### config.mk
export PLATFORM = sky130hd
export DESIGN_NAME = dual_h_bridge_direction_sequencer_core
export DESIGN_NICKNAME = d
export VERILOG_FILES = /design/src/hdl/dhbds_pkg.sv /design/src/hdl/dhbds_req_reg.sv /design/src/hdl/dhbds_seq.sv /design/src/hdl/dual_h_bridge_direction_sequencer_core.sv
export SDC_FILE = /design/constraint.sdc
export NUM_CORES = 1
export LEC_CHECK = 0
export ABC_CLOCK_PERIOD_IN_PS = 8400
export BUFFER_PORTS_ARGS = -buffer_cell sky130_fd_sc_hd__buf_2
export CORE_MARGIN = 3
export CORE_UTILIZATION = 60
export DETAILED_ROUTE_END_ITERATION = 8
export GPL_ROUTABILITY_DRIVEN = 0
export GPL_TIMING_DRIVEN = 0
export PLACE_DENSITY_LB_ADDON = 0.15
export SYNTH_ARGS = -nofsm -noshare
export SYNTH_HDL_FRONTEND = slang
export SYNTH_HIERARCHICAL = 1
export SYNTH_SLANG_ARGS = --single-unit
### constraint.sdc
create_clock -name clock -period 8.4 [get_ports clock]
set_input_delay 0 -clock clock [delete_from_list [all_inputs] [get_ports clock]]
set_output_delay 0 -clock clock [all_outputs]
set_load 0.005 [all_outputs]
### src/hdl/dhbds_pkg.sv
// Shared types, op codes and helper functions for the dual H-bridge
// direction sequencer. No dependencies.
package dhbds_pkg;

   localparam int unsigned CmpWidth      = 12;
   localparam int unsigned SpeedWidth    = 8;
   localparam int unsigned DeadWidth     = 8;
   localparam int unsigned EnWidth       = 4;
   localparam int unsigned ReqDataWidth  = 16;
   localparam int unsigned ReqUserWidth  = 3;
   localparam int unsigned RspDataWidth  = 56;
   localparam logic [DeadWidth-1:0] DeadTimeReset = 8'd23;
   localparam logic [EnWidth-1:0]   EnablesReset  = 4'b0110;

   typedef enum logic [1:0] {
      OP_SPEED = 2'd0,
      OP_DIR   = 2'd1,
      OP_TICK  = 2'd2
   } op_type;

   typedef struct packed {
      op_type                 op;
      logic                   motor;
      logic                   direction;
      logic [SpeedWidth-1:0]  speed;
   } req_type;

   typedef struct packed {
      logic                   busy_res;
      logic                   accepted;
      logic [EnWidth-1:0]     enables;
      logic [CmpWidth-1:0]    right_reverse_compare;
      logic [CmpWidth-1:0]    right_forward_compare;
      logic [CmpWidth-1:0]    left_reverse_compare;
      logic [CmpWidth-1:0]    left_forward_compare;
   } rsp_type;

   // enable line of one motor and direction
   function automatic logic [EnWidth-1:0] path_bit(input logic m, input logic d);
      logic [EnWidth-1:0] bits;
      if (!m) begin
         bits = d ? 4'b1000 : 4'b0100;
      end else begin
         bits = d ? 4'b0001 : 4'b0010;
      end
      return bits;
   endfunction

   // 8-bit speed to 12-bit compare: (s << 4) + (s >> 4)
   function automatic logic [CmpWidth-1:0] scale_speed(input logic [SpeedWidth-1:0] s);
      return {s, 4'b0000} + {8'b0, s[7:4]};
   endfunction

endpackage

### src/hdl/dhbds_req_reg.sv
// Input register stage: captures one request transfer and holds it until
// the sequencer stage takes it. Depends on dhbds_pkg.
module dhbds_req_reg (
   input  logic              clock,
   input  logic              reset,
   input  logic              in_valid,
   output logic              in_ready,
   input  dhbds_pkg::req_type in_data,
   output logic              out_valid,
   input  logic              out_ready,
   output dhbds_pkg::req_type out_data
);

   logic               valid_ff, valid_in;
   dhbds_pkg::req_type data_ff;

   assign in_ready  = !valid_ff || out_ready;
   assign out_valid = valid_ff;
   assign out_data  = data_ff;

   always_comb begin
      valid_in = valid_ff;
      if (in_ready) begin
         valid_in = in_valid;
      end
   end

   always_ff @(posedge clock) begin
      if (reset) begin
         valid_ff <= 1'b0;
      end else begin
         valid_ff <= valid_in;
      end
   end

   // payload: load on every accepted transfer
   always_ff @(posedge clock) begin
      if (in_valid && in_ready) begin
         data_ff <= in_data;
      end
   end

endmodule

### src/hdl/dhbds_seq.sv
// Sequencer state and single-pass update logic: compare values, enables,
// motor directions and the dead-time counter. Depends on dhbds_pkg.
module dhbds_seq (
   input  logic                                clock,
   input  logic                                reset,
   input  logic                                fire,
   input  dhbds_pkg::req_type                  req,
   input  logic [dhbds_pkg::DeadWidth-1:0]     dead_time,
   output dhbds_pkg::rsp_type                  rsp
);

   logic [dhbds_pkg::CmpWidth-1:0]  cmp_ff [4];
   logic [dhbds_pkg::CmpWidth-1:0]  cmp_in [4];
   logic [1:0]                      dir_ff, dir_in;
   logic [dhbds_pkg::EnWidth-1:0]   en_ff, en_in;
   logic                            busy_ff, busy_in;
   logic [dhbds_pkg::DeadWidth-1:0] cnt_ff, cnt_in;
   logic                            pmotor_ff, pmotor_in;
   logic                            pdir_ff, pdir_in;
   logic                            accepted;

   logic                            cur_dir;
   logic [1:0]                      cur_idx;
   logic [dhbds_pkg::DeadWidth-1:0] cnt_inc;

   assign cur_dir = dir_ff[req.motor];
   assign cur_idx = {req.motor, cur_dir};
   assign cnt_inc = (cnt_ff == '1) ? cnt_ff : cnt_ff + 1'b1;

   always_comb begin
      cmp_in    = cmp_ff;
      dir_in    = dir_ff;
      en_in     = en_ff;
      busy_in   = busy_ff;
      cnt_in    = cnt_ff;
      pmotor_in = pmotor_ff;
      pdir_in   = pdir_ff;
      accepted  = 1'b1;
      unique case (req.op)
         dhbds_pkg::OP_SPEED: begin
            cmp_in[cur_idx] = dhbds_pkg::scale_speed(req.speed);
         end
         dhbds_pkg::OP_DIR: begin
            if (busy_ff) begin
               accepted = 1'b0;
            end else begin
               cmp_in[cur_idx] = '0;
               if (cur_dir != req.direction) begin
                  en_in     = en_ff & ~dhbds_pkg::path_bit(req.motor, cur_dir);
                  busy_in   = 1'b1;
                  cnt_in    = '0;
                  pmotor_in = req.motor;
                  pdir_in   = req.direction;
               end
            end
         end
         dhbds_pkg::OP_TICK: begin
            if (busy_ff) begin
               cnt_in = cnt_inc;
               if (cnt_inc >= dead_time) begin
                  en_in             = en_ff | dhbds_pkg::path_bit(pmotor_ff, pdir_ff);
                  dir_in[pmotor_ff] = pdir_ff;
                  busy_in           = 1'b0;
                  cnt_in            = '0;
               end
            end
         end
         default: begin
         end
      endcase
   end

   // result shows the state after this item
   always_comb begin
      rsp.left_forward_compare  = cmp_in[0];
      rsp.left_reverse_compare  = cmp_in[1];
      rsp.right_forward_compare = cmp_in[2];
      rsp.right_reverse_compare = cmp_in[3];
      rsp.enables               = en_in;
      rsp.accepted              = accepted;
      rsp.busy_res              = busy_in;
   end

   always_ff @(posedge clock) begin
      if (reset) begin
         cmp_ff    <= '{default: '0};
         dir_ff    <= '0;
         en_ff     <= dhbds_pkg::EnablesReset;
         busy_ff   <= 1'b0;
         cnt_ff    <= '0;
         pmotor_ff <= 1'b0;
         pdir_ff   <= 1'b0;
      end else if (fire) begin
         cmp_ff    <= cmp_in;
         dir_ff    <= dir_in;
         en_ff     <= en_in;
         busy_ff   <= busy_in;
         cnt_ff    <= cnt_in;
         pmotor_ff <= pmotor_in;
         pdir_ff   <= pdir_in;
      end
   end

endmodule

### src/hdl/dual_h_bridge_direction_sequencer_core.sv
// Top level of the dual H-bridge direction sequencer: stream ports, dead-time
// register, input stage, sequencer and result register.
// Depends on dhbds_pkg, dhbds_req_reg and dhbds_seq.
//
// Usage:
//   req_* carries commands: set speed, set direction, or a time tick. Each
//   transfer on req_* produces exactly one transfer on rsp_* that reports all
//   four compare values, the enable lines, whether the command was accepted
//   and whether a direction change is waiting out its dead time.
//   csr_wr_en / csr_wr_data write the dead-time tick count; write it only
//   while no command is in flight.
// Timing:
//   A request lands in the input register when it is accepted; the update logic
//   then carries it into the result register when that register is free or
//   draining. One command per cycle is sustained while rsp_tready stays high:
//   the single-pass update between the input register and the result register
//   sets that rate.
// Reset:
//   Both motors forward, forward enables set, compare values zero, dead time
//   23 ticks, no change pending, both stages empty.
// Backpressure:
//   When rsp_tready is low the result is held; the input register still takes
//   one more request if it is empty, then req_tready drops until the result is taken.
module dual_h_bridge_direction_sequencer_core (
   input  logic                                 clock,
   input  logic                                 reset,
   // request channel
   input  logic                                 req_tvalid,
   output logic                                 req_tready,
   input  logic [dhbds_pkg::ReqDataWidth-1:0]   req_tdata,  // direction, speed[7:0], zero pad
   input  logic [dhbds_pkg::ReqUserWidth-1:0]   req_tuser,  // op[1:0], motor
   // result channel
   output logic                                 rsp_tvalid,
   input  logic                                 rsp_tready,
   // left_fwd[11:0], left_rev[11:0], right_fwd[11:0], right_rev[11:0],
   // enables[3:0], accepted, busy_res, zero pad
   output logic [dhbds_pkg::RspDataWidth-1:0]   rsp_tdata,
   // dead-time register write
   input  logic                                 csr_wr_en,
   input  logic [dhbds_pkg::DeadWidth-1:0]      csr_wr_data
);

   dhbds_pkg::req_type                  req_in;
   dhbds_pkg::req_type                  stage_req;
   logic                                stage_valid;
   logic                                stage_ready;
   logic                                fire;
   dhbds_pkg::rsp_type                  seq_rsp;
   dhbds_pkg::rsp_type                  rsp_ff;
   logic                                rsp_valid_ff, rsp_valid_in;
   logic [dhbds_pkg::DeadWidth-1:0]     dead_ff;

   // unpack the request fields
   assign req_in.op        = dhbds_pkg::op_type'(req_tuser[1:0]);
   assign req_in.motor     = req_tuser[2];
   assign req_in.direction = req_tdata[0];
   assign req_in.speed     = req_tdata[8:1];

   // hold the dead-time count; the user must write it only while idle, the block does not enforce this
   always_ff @(posedge clock) begin
      if (reset) begin
         dead_ff <= dhbds_pkg::DeadTimeReset;
      end else if (csr_wr_en) begin
         dead_ff <= csr_wr_data;
      end
   end

   dhbds_req_reg u_req_reg (
      .clock     (clock),
      .reset     (reset),
      .in_valid  (req_tvalid),
      .in_ready  (req_tready),
      .in_data   (req_in),
      .out_valid (stage_valid),
      .out_ready (stage_ready),
      .out_data  (stage_req)
   );

   // advance the staged command when the result register is free or draining
   assign stage_ready = !rsp_valid_ff || rsp_tready;
   assign fire        = stage_valid && stage_ready;

   dhbds_seq u_seq (
      .clock     (clock),
      .reset     (reset),
      .fire      (fire),
      .req       (stage_req),
      .dead_time (dead_ff),
      .rsp       (seq_rsp)
   );

   always_comb begin
      rsp_valid_in = rsp_valid_ff;
      if (stage_ready) begin
         rsp_valid_in = stage_valid;
      end
   end

   always_ff @(posedge clock) begin
      if (reset) begin
         rsp_valid_ff <= 1'b0;
      end else begin
         rsp_valid_ff <= rsp_valid_in;
      end
   end

   always_ff @(posedge clock) begin
      if (fire) begin
         rsp_ff <= seq_rsp;
      end
   end

   assign rsp_tvalid = rsp_valid_ff;
   assign rsp_tdata  = {2'b00, rsp_ff};

   // a rejected command only ever happens while a change is pending
   a_reject_only_busy: assert property (@(posedge clock) disable iff (reset)
      (rsp_valid_ff && !rsp_ff.accepted) |-> rsp_ff.busy_res)
      else $error("command rejected while no direction change pending");

   // never both directions of one motor enabled
   a_no_shoot_through: assert property (@(posedge clock) disable iff (reset)
      rsp_valid_ff |-> !(rsp_ff.enables[3] && rsp_ff.enables[2]) &&
                       !(rsp_ff.enables[1] && rsp_ff.enables[0]))
      else $error("both enables of one motor set");

   // a staged command that cannot advance stays in the input register
   a_stage_holds: assert property (@(posedge clock) disable iff (reset)
      (stage_valid && !stage_ready) |=> stage_valid)
      else $error("staged command lost under backpressure");

endmodule
==> results.sh, run 1 <==
export IMPL_outcome="completed"
export IMPL_hpwlAfterDp_um=9260
export IMPL_grt_use_total=0.264
export IMPL_tns_ps=0
export IMPL_async_reset_ff_frac=0
export IMPL_h_tree_depth=4
export IMPL_startpoint="u_seq/cnt_ff[0]"
export IMPL_fin_skew_ps=10.8
export IMPL_fillCellCount=619
export IMPL_grt_overflow=0
export IMPL_powerDensity_nw_per_um2=221
export IMPL_synthMuxAreaShare=0.0196
export IMPL_vias=4922
export IMPL_hold_slack_ps=184
export IMPL_syn_avg_cell_area_um2=10.8
export IMPL_maxSlewHeadroom=0.523
export IMPL_path_cells="ha_1 > buf_2 > and3_1 > clkbuf_1 > a21oi_1 > nor2b_1 > or2_1 > ha_1 > o211ai_1 > nor2_1 > a21oi_2 > nor3_1 > a22o_1"
export IMPL_initial_utilization=0.619
export IMPL_syn_cell_area_um2=6050
export IMPL_worstSetupEndpointType="register"
export IMPL_path_clk_slew_ps=60
export IMPL_critPathMaxStageDelay_ps=500
export IMPL_max_freq_ghz=0.292
export IMPL_grt_max_degree=47
export IMPL_yosysWarnings=6
export IMPL_cts_tree="yes"
export IMPL_cts_resized=0
export IMPL_drtIter0Drc=420
export IMPL_cts_root_buf="clkbuf_8"
export IMPL_critPathSlowestCell="dfxtp_1"
export IMPL_grt_pass1_wl_um=23100
export IMPL_dieArea_um2=11300
export IMPL_die_y_um=106
export IMPL_cts_buffers_inserted=17
export IMPL_final_nets=739
export IMPL_grt_antenna_before_repair=0
export IMPL_arrival_ps=3690
export IMPL_synth_xor_area_share=0.00413
export IMPL_yosysUniqueCellTypes=55
export IMPL_vias_per_cell=5.86
export IMPL_cts_sinks=141
export IMPL_endpoint="rsp_tdata[51]"
export IMPL_rsz0062_at_grt="no"
export IMPL_cap_viol_max_count=0
export IMPL_post_route_min_period_ps=3420
export IMPL_synth_yosys_seq_area_share=0.575
export IMPL_n_antenna_cell=0
export IMPL_regArea_um2=3480
export IMPL_synth_compound_area_frac=0.191
export IMPL_min_period_over_period=0.408
export IMPL_crit_type="register to register"
export IMPL_irDropWorstVdd_mv=0.160
export IMPL_cp_max_fo=9
export IMPL_p_leak_nw=2.93
export IMPL_die_w_um=106
export IMPL_synth_area_leader_cell="edfxtp_1"
export IMPL_min_path_cells=2
export IMPL_r2r_end="rsp_tdata[51]"
export IMPL_reg2reg_depth=13
export IMPL_antenna_left=0
export IMPL_setup_viol=0
export IMPL_cpMostUsedCell="ha_1"
export IMPL_syn_to_final_growth_pct=25.8
export IMPL_r2r_start="u_seq/cnt_ff[0]"
export IMPL_syn_inst=562
export IMPL_yosys_area_share_simple=0.136
export IMPL_synth_top_family_by_area="compound AO/OA/AOI/OAI gates"
export IMPL_finalHoldViolations=0
export IMPL_cp_start_kind="register"
export IMPL_synthTopCellsByArea="edfxtp_1, dfxtp_1, a22o_1"
export IMPL_finalWirelength_um=14500
export IMPL_synthAdderAreaFrac=0.0248
export IMPL_slew_viol_final=0
export IMPL_drt_pass1_iter_count=6
export IMPL_port_buffers=80
export IMPL_grt_pass1_vias=4713
export IMPL_wl_per_cell_um=17.2
export IMPL_synth_ff_type="dfxtp_1"
export IMPL_clk_path_buf_depth=2
export IMPL_fp_coreArea_um2=9770
export IMPL_worst_slew_pin_transition_ps=715
export IMPL_drcViolationCount=0
export IMPL_ys_seq_elements=141
export IMPL_netlist_area_leader_share=0.327
export IMPL_worstSkewPairLatency_ps=530
export IMPL_multi_input_area_um2=2280
export IMPL_synth_edff_count=66
export IMPL_drive_gt1_frac=0.211
export IMPL_required_ps=8670
export IMPL_io_pins=90
export IMPL_r2r_slack_ps=4980
export IMPL_min_path_type="input pin to register"
export IMPL_rows=36
==> power breakdown <==
group          leakage (nW)  internal, mW  total (mW)  switching (mW)
clock                 0.309         0.548       0.821           0.273
combinational          1.38        0.0464       0.113          0.0664
sequential             1.24         0.740       0.748         0.00824
==> critical path, delay by kind of cell (launching register included) <==
family | cells | cell delay, ps
compound gates | 4 | 980
fa+ha+maj | 2 | 480
buf+inv | 2 | 440
flops | 1 | 500
simple gates | 5 | 780
==> state kept, by name, indices dropped and copies added, names as in the netlist <==
signal	count
rsp_tdata	54
u_seq/cmp_ff	48
u_seq/cnt_ff	8
u_req_reg/out_valid	1
u_seq/en_ff	4
u_seq/pmotor_ff	1
dead_ff	8
u_seq/dir_ff	2
u_seq/pdir_ff	1
u_req_reg/out_data	12
rsp_tvalid	1
u_seq/busy_ff	1
==> synth_stat cells (6+ instances only) <==
cell type / count
nand2_1: 57
o21ai_0: 7
nor2_1: 33
nor2b_1: 10
mux2i_1: 9
nand3_1: 25
and3_1: 6
a21oi_1: 60
o31ai_1: 7
a32oi_1: 13
buf_4: 7
dfxtp_1: 75
clkbuf_1: 27
ha_1: 12
inv_1: 15
nand2b_1: 12
a22o_1: 45
nor3_1: 7
edfxtp_1: 66
buf_2: 12
==> layer usage <==
metal  GRT usage  wire length, um  vias up
met1       0.328             5780     2332
li1            -                -     2319
met5           0                0        -
met3      0.0686             1160       26
met2       0.450             7290      245
met4      0.0904              252        0
==> layout make-up <==
cell class,instances,area share
Timing Repair Buffer,113,0.0972
Sequential cell,141,0.457
Clock inverter,11,0.0284
Inverter,15,0.00739
Multi-Input combinational cell,358,0.299
Clock buffer,20,0.0572
Buffer,49,0.0315
Tap cell,133,0.0218
==> cells in the final DEF (no fill, tap or decap), types with 13 or more instances in the layout <==
cell / count
dfxtp_1: 75
nand2_1: 57
inv_1: 15
nand3_1: 25
nor2_1: 33
a32oi_1: 13
clkbuf_16: 16
dlygate4sd3_1: 32
a22o_1: 45
a21oi_1: 60
edfxtp_1: 66
buf_2: 92
clkbuf_1: 29
==> cells by family (layout without fill, tap and decap cells) <==
kind of cell / Yosys count / in the layout
AND/OR/NAND/NOR: 168 / 168
multiplexers: 11 / 11
other: 1 / 2
XOR/XNOR: 2 / 2
flip-flops: 141 / 141
buffers and inverters: 64 / 208
adder cells (fa/ha/maj): 12 / 12
AO/OA/AOI/OAI: 163 / 163
==> worst min path at each step <==
stage / slack (ps) / startpoint / endpoint
3_3_place_gp: 180 / req_tdata[8] / u_req_reg/out_data[7]
3_5_place_dp: 180 / req_tdata[2] / u_req_reg/out_data[1]
6_report: 180 / req_tdata[8] / u_req_reg/out_data[7]
2_1_floorplan: 60 / reset / u_req_reg/out_valid
5_1_grt: 170 / req_tdata[0] / u_req_reg/out_data[8]
4_1_cts: 160 / req_tdata[2] / u_req_reg/out_data[1]
==> per-stage QoR <==
step                      cells  setup WS [ps]  instance area [um^2]   util  power (mW)
after floorplan             563           5430                  6060      -       0.821
after global placement      776           4810                  6620  0.678       0.855
after detailed placement    777           5090                  6650  0.680       0.859
after CTS                   840           5020                  7620  0.779        1.68
after global routing        840           4690                  7620  0.779        1.73
final                       840           4980                  7620  0.779        1.68
==> repair_timing <==
action,CTS,global route
buffers inserted,0,0
hold endpoints to repair,36,0
hold buffers,32,0
Note: power is estimated with default switching activity, not from simulation.
==> inputs of run 2 (changes only) <==
- ABC_CLOCK_PERIOD_IN_PS: 8400 -> 3500
- CORE_UTILIZATION: 60 -> 57
- clock period: 8.4 -> 3.5 ns (I/O delays scaled with it)
==> run 2 against run 1 <==
Non-clock buffer count unchanged. Cell area down 0.74%. Hold slack better by 3.3 ps. First-iteration DRC count up 3.6%. Maximum frequency up 4.7%. Core utilization down 2.7 points. Die area up 5.0%. Cell count up 0.12%. Sequential power up 140%. Highest routed layer unchanged.
==> results.sh, run 2 (synthesis gave the netlist of run 1 again) <==
export IMPL_n_antenna_cell=0
export IMPL_fp_coreArea_um2=10000
export IMPL_grt_antenna_before_repair=0
export IMPL_grt_pass1_wl_um=22500
export IMPL_mostFrequentLayoutCells="buf_2, dfxtp_1, edfxtp_1"
export IMPL_min_from="req_tdata[8]"
export IMPL_rsz0062_at_grt="no"
export IMPL_min_period_over_period=0.934
export IMPL_dieArea_um2=11900
export IMPL_worstSkewPairLatency_ps=520
export IMPL_r2r_start="u_seq/cnt_ff[1]"
export IMPL_setup_viol=0
export IMPL_slew_viol_final=0
export IMPL_r2r_end="rsp_tdata[50]"
export IMPL_h_tree_depth=4
export IMPL_worst_slew_pin_transition_ps=667
export IMPL_p_total_mw=3.84
export IMPL_finalHoldViolations=0
export IMPL_drcViolationCount=0
export IMPL_cts_root_buf="clkbuf_8"
export IMPL_cts_sinks=141
export IMPL_vias=4877
export IMPL_cts_buffers_inserted=17
export IMPL_drtIter0Drc=435
export IMPL_finish_instance_area_um2=7560
export IMPL_fin_skew_ps=14.0
export IMPL_final_nets=739
export IMPL_outcome="completed"
export IMPL_finalWirelength_um=14100
export IMPL_hpwlAfterDp_um=9350
export IMPL_vias_per_cell=5.80
export IMPL_hold_slack_ps=187
export IMPL_port_buffers=80
export IMPL_arrival_ps=3590
export IMPL_post_route_min_period_ps=3270
export IMPL_final_common_cell="buf_2"
export IMPL_grt_pass1_vias=4654
export IMPL_reg2reg_depth=13
export IMPL_cp_max_fo=9
export IMPL_min_to="u_req_reg/out_data[7]"
export IMPL_rows=36
export IMPL_irDropWorstVdd_mv=0.321
export IMPL_r2r_slack_ps=230
export IMPL_path_clk_slew_ps=60
export IMPL_max_freq_ghz=0.306
export IMPL_antenna_left=0
export IMPL_die_y_um=109
export IMPL_drive_gt1_frac=0.215
export IMPL_postLayoutCoreUtil=0.753
export IMPL_cp_start_kind="register"
export IMPL_clk_path_buf_depth=2
export IMPL_largest_reg_flops=54
export IMPL_powerDensity_nw_per_um2=508
export IMPL_maxSlewHeadroom=0.556
export IMPL_wl_per_cell_um=16.8
export IMPL_required_ps=3820
export IMPL_placed_area_um2=6650
export IMPL_p_leak_nw=2.89
export IMPL_grt_use_total=0.249
export IMPL_min_path_type="input pin to register"
export IMPL_io_pins=90
export IMPL_grt_overflow=0
export IMPL_die_w_um=109
export IMPL_grt_max_degree=43
export IMPL_worstSetupEndpointType="register"
export IMPL_initial_utilization=0.603
export IMPL_syn_to_final_growth_pct=24.9
export IMPL_cts_tree="yes"
export IMPL_cap_viol_max_count=0
export IMPL_drt_pass1_iter_count=7
export IMPL_min_path_cells=2
export IMPL_postCtsSetupBuffers=0
export IMPL_crit_type="register to register"
==> run 2: cell type report <==
cell class	count	area, um^2
Sequential cell	141	3480
Tap cell	133	166
Buffer	49	240
Fill cell	675	2480
Timing Repair Buffer	113	741
Multi-Input combinational cell	358	2280
Inverter	15	56.3
Clock inverter	13	163
Clock buffer	19	432
==> run 2: critical path: stages, from the launching register on <==
cell	delay [ps]
dfxtp_1	440
ha_1	190
buf_2	180
and3_1	170
clkbuf_1	260
a21oi_1	130
nor2b_1	150
or2_1	240
ha_1	280
o211ai_1	90
nor2_1	180
a21oi_2	150
or2_1	310
o31ai_1	290
==> run 2: where the power goes <==
part	switching, mW	internal, mW
clock network	0.673	1.11
registers	0.0202	1.78
logic	0.157	0.111
==> run 2: through the flow <==
stage | std cells | TNS (ps) | setup slack [ps]
global placement | 776 | -2470 | -149
detailed placement | 777 | 0 | 242
CTS | 841 | 0 | 195
floorplan | 563 | 0 | 533
finish | 841 | 0 | 230
global route | 841 | 0 | 5.77
==> run 2: what timing repair did <==
action,4_1_cts,5_1_grt
gates resized for setup,0,1
endpoints found under the setup margin,0,4
endpoints found under the hold margin,37,0
hold buffers,32,0
==> run 2: per-layer routing <==
| layer | vias to the layer above | global-route usage | part of all wire | wire length (um) |
|---|---|---|---|---|
| met2 | 261 | 0.403 | 0.48 | 6750 |
| met1 | 2248 | 0.307 | 0.41 | 5730 |
| met4 | 0 | 0.127 | 0.026 | 365 |
| li1 | 2334 | - | - | - |
| met3 | 34 | 0.0669 | 0.092 | 1290 |
| met5 | - | 0 | 0 | 0 |
==> run 2: worst max path at each step <==
stage	start	to	slack, ps	depth (start not counted)
5_1_grt	u_seq/cnt_ff[1]	rsp_tdata[50]	6	13
4_1_cts	u_seq/cnt_ff[0]	rsp_tdata[51]	200	13
3_3_place_gp	rsp_tvalid	u_seq/cnt_ff[6]	-150	8
6_report	u_seq/cnt_ff[1]	rsp_tdata[50]	230	13
2_1_floorplan	rsp_tvalid	u_seq/cnt_ff[6]	530	8
3_5_place_dp	u_seq/cnt_ff[0]	rsp_tdata[51]	240	13
==> inputs of run 3 (changes only) <==
- BUFFER_PORTS_ARGS: -buffer_cell sky130_fd_sc_hd__buf_2 -> not set
- CORE_UTILIZATION: 57 -> 60
- DONT_BUFFER_PORTS: not set -> 1
==> run 3 against run 2 <==
Non-clock buffer count fell by 80. Clock skew is 6.4 ps lower. Combinational power is 15% lower. Power is 5.1% lower. Global-route usage grew 0.83 points. Core utilization down 2.5 points. First-iteration DRC count down 8.3%. Cell area down 5.9%. Flip-flop and latch count unchanged. Via count shrank 6.0%. Maximum frequency is 0.87% lower. Largest power group unchanged.
==> results.sh, run 3 (synthesis gave the netlist of run 1 again) <==
export IMPL_outcome="completed"
export IMPL_r2r_slack_ps=200
export IMPL_crit_type="register to register"
export IMPL_grt_overflow=0
export IMPL_grt_antenna_before_repair=0
export IMPL_die_y_um=106
export IMPL_final_nets=659
export IMPL_initial_utilization=0.619
export IMPL_fillCellCount=666
export IMPL_cts_tree="yes"
export IMPL_setup_viol=0
export IMPL_hpwlAfterDp_um=9060
export IMPL_p_total_mw=3.65
export IMPL_antenna_left=0
export IMPL_path_clk_slew_ps=60
export IMPL_min_path_cells=2
export IMPL_cts_buffers_inserted=17
export IMPL_grt_pass1_wl_um=22500
export IMPL_powerDensity_nw_per_um2=513
export IMPL_maxSlewHeadroom=0.421
export IMPL_drive_gt1_frac=0.115
export IMPL_grt_pass1_vias=4425
export IMPL_place_ws_ps=213
export IMPL_port_buffers=0
export IMPL_mostFrequentLayoutCells="dfxtp_1, edfxtp_1, a21oi_1"
export IMPL_r2r_start="u_seq/cnt_ff[1]"
export IMPL_wl_per_cell_um=18.5
export IMPL_path_buf_inv=2
export IMPL_cap_viol_max_count=0
export IMPL_min_period_over_period=0.943
export IMPL_n_antenna_cell=0
export IMPL_final_common_cell="dfxtp_1"
export IMPL_finalWirelength_um=14100
export IMPL_worstSetupEndpointType="register"
export IMPL_h_tree_depth=4
export IMPL_cp_start_kind="register"
export IMPL_finalHoldViolations=0
export IMPL_grt_use_total=0.258
export IMPL_drcViolationCount=0
export IMPL_max_freq_ghz=0.303
export IMPL_p_leak_nw=2.57
export IMPL_vias_per_cell=6.03
export IMPL_fin_skew_ps=7.59
export IMPL_die_w_um=106
export IMPL_rsz0062_at_grt="no"
export IMPL_irDropWorstVdd_mv=0.360
export IMPL_min_to="u_seq/cmp_ff[8]"
export IMPL_min_path_type="input pin to register"
export IMPL_cts_root_buf="clkbuf_8"
export IMPL_drt_pass1_iter_count=5
export IMPL_reg2reg_depth=13
export IMPL_fp_coreArea_um2=9770
export IMPL_rows=36
export IMPL_path_cells="ha_1 > buf_2 > and3_1 > clkbuf_1 > a21oi_1 > nor2b_1 > or2_1 > ha_1 > o211ai_1 > nor2_1 > a21oi_4 > or2_1 > o31ai_1"
export IMPL_clk_path_buf_depth=2
export IMPL_cts_sinks=141
export IMPL_critPathSlowestCell="dfxtp_1"
export IMPL_postCtsSetupBuffers=0
export IMPL_drtIter0Drc=399
export IMPL_min_from="reset"
export IMPL_post_route_min_period_ps=3300
export IMPL_worst_slew_pin_transition_ps=869
export IMPL_dieArea_um2=11300
export IMPL_layout_setup_ws_ps=201
export IMPL_postLayoutCoreUtil=0.728
export IMPL_cp_max_fo=9
export IMPL_grt_max_degree=37
export IMPL_syn_to_final_growth_pct=17.6
export IMPL_slew_viol_final=0
export IMPL_largest_reg_flops=54
export IMPL_worstSkewPairLatency_ps=520
export IMPL_arrival_ps=3640
export IMPL_vias=4586
export IMPL_path_delay_family="simple AND/OR/NAND/NOR gates"
export IMPL_required_ps=3840
export IMPL_io_pins=90
export IMPL_r2r_end="rsp_tdata[49]"
export IMPL_critPathMaxStageDelay_ps=430
==> run 3: cell count changes in the layout (fill, tap and decap cells not counted), sizes merged <==
cell	delta
bufinv	-2
clkbuf	-1
clkinv	+6
buf	-80
clkinvlp	-3
==> run 3: worst max path at each step <==
stage,depth (start not counted),from,end
finish,13,u_seq/cnt_ff[1],rsp_tdata[49]
global route,13,u_seq/cnt_ff[1],rsp_tdata[50]
CTS,13,u_seq/cnt_ff[0],rsp_tdata[51]
detailed placement,13,u_seq/cnt_ff[0],rsp_tdata[51]
global placement,8,rsp_tvalid,u_seq/cnt_ff[6]
floorplan,8,rsp_tvalid,u_seq/cnt_ff[6]
==> run 3: final cells by class <==
| class | instances | area (um^2) | share of cell area |
|---|---|---|---|
| Buffer | 49 | 240 | 0.0338 |
| Clock buffer | 18 | 418 | 0.0587 |
| Clock inverter | 14 | 118 | 0.0165 |
| Inverter | 15 | 56.3 | 0.00791 |
| Multi-Input combinational cell | 358 | 2290 | 0.321 |
| Sequential cell | 141 | 3480 | 0.490 |
| Tap cell | 133 | 166 | 0.0234 |
| Timing Repair Buffer | 33 | 348 | 0.0489 |
==> run 3: power by group <==
| group | switching [mW] | internal (mW) | leakage (nW) |
|---|---|---|---|
| clock network | 0.674 | 0.940 | 0.263 |
| registers | 0.0277 | 1.78 | 1.24 |
| logic | 0.142 | 0.0869 | 1.07 |
| total | 0.844 | 2.80 | 2.57 |
==> run 3: routing by layer <==
layer | routed length [um] | vias up | track usage | share of wire
met3 | 945 | 26 | 0.0650 | 0.067
met5 | 0 | - | 0 | 0
li1 | - | 2171 | - | -
met2 | 6890 | 191 | 0.432 | 0.49
met4 | 278 | 0 | 0.0977 | 0.020
met1 | 5950 | 2198 | 0.323 | 0.42
==> run 3: repair_timing <==
action                                  in CTS  in global routing
gates resized for setup                      0                  2
hold endpoints to repair                    39                  0
endpoints found under the setup margin       0                  7
hold buffers                                32                  0
==> run 3: stage by stage <==
step	std cells	hold WS (ps)	cell area [um^2]	setup TNS (ps)
after global placement	696	63.6	6220	-5550
after detailed placement	697	66.6	6250	0
after CTS	761	2.57	7110	0
after floorplan	563	62.4	6060	0
final	761	38.0	7120	0
after global routing	761	61.6	7120	0
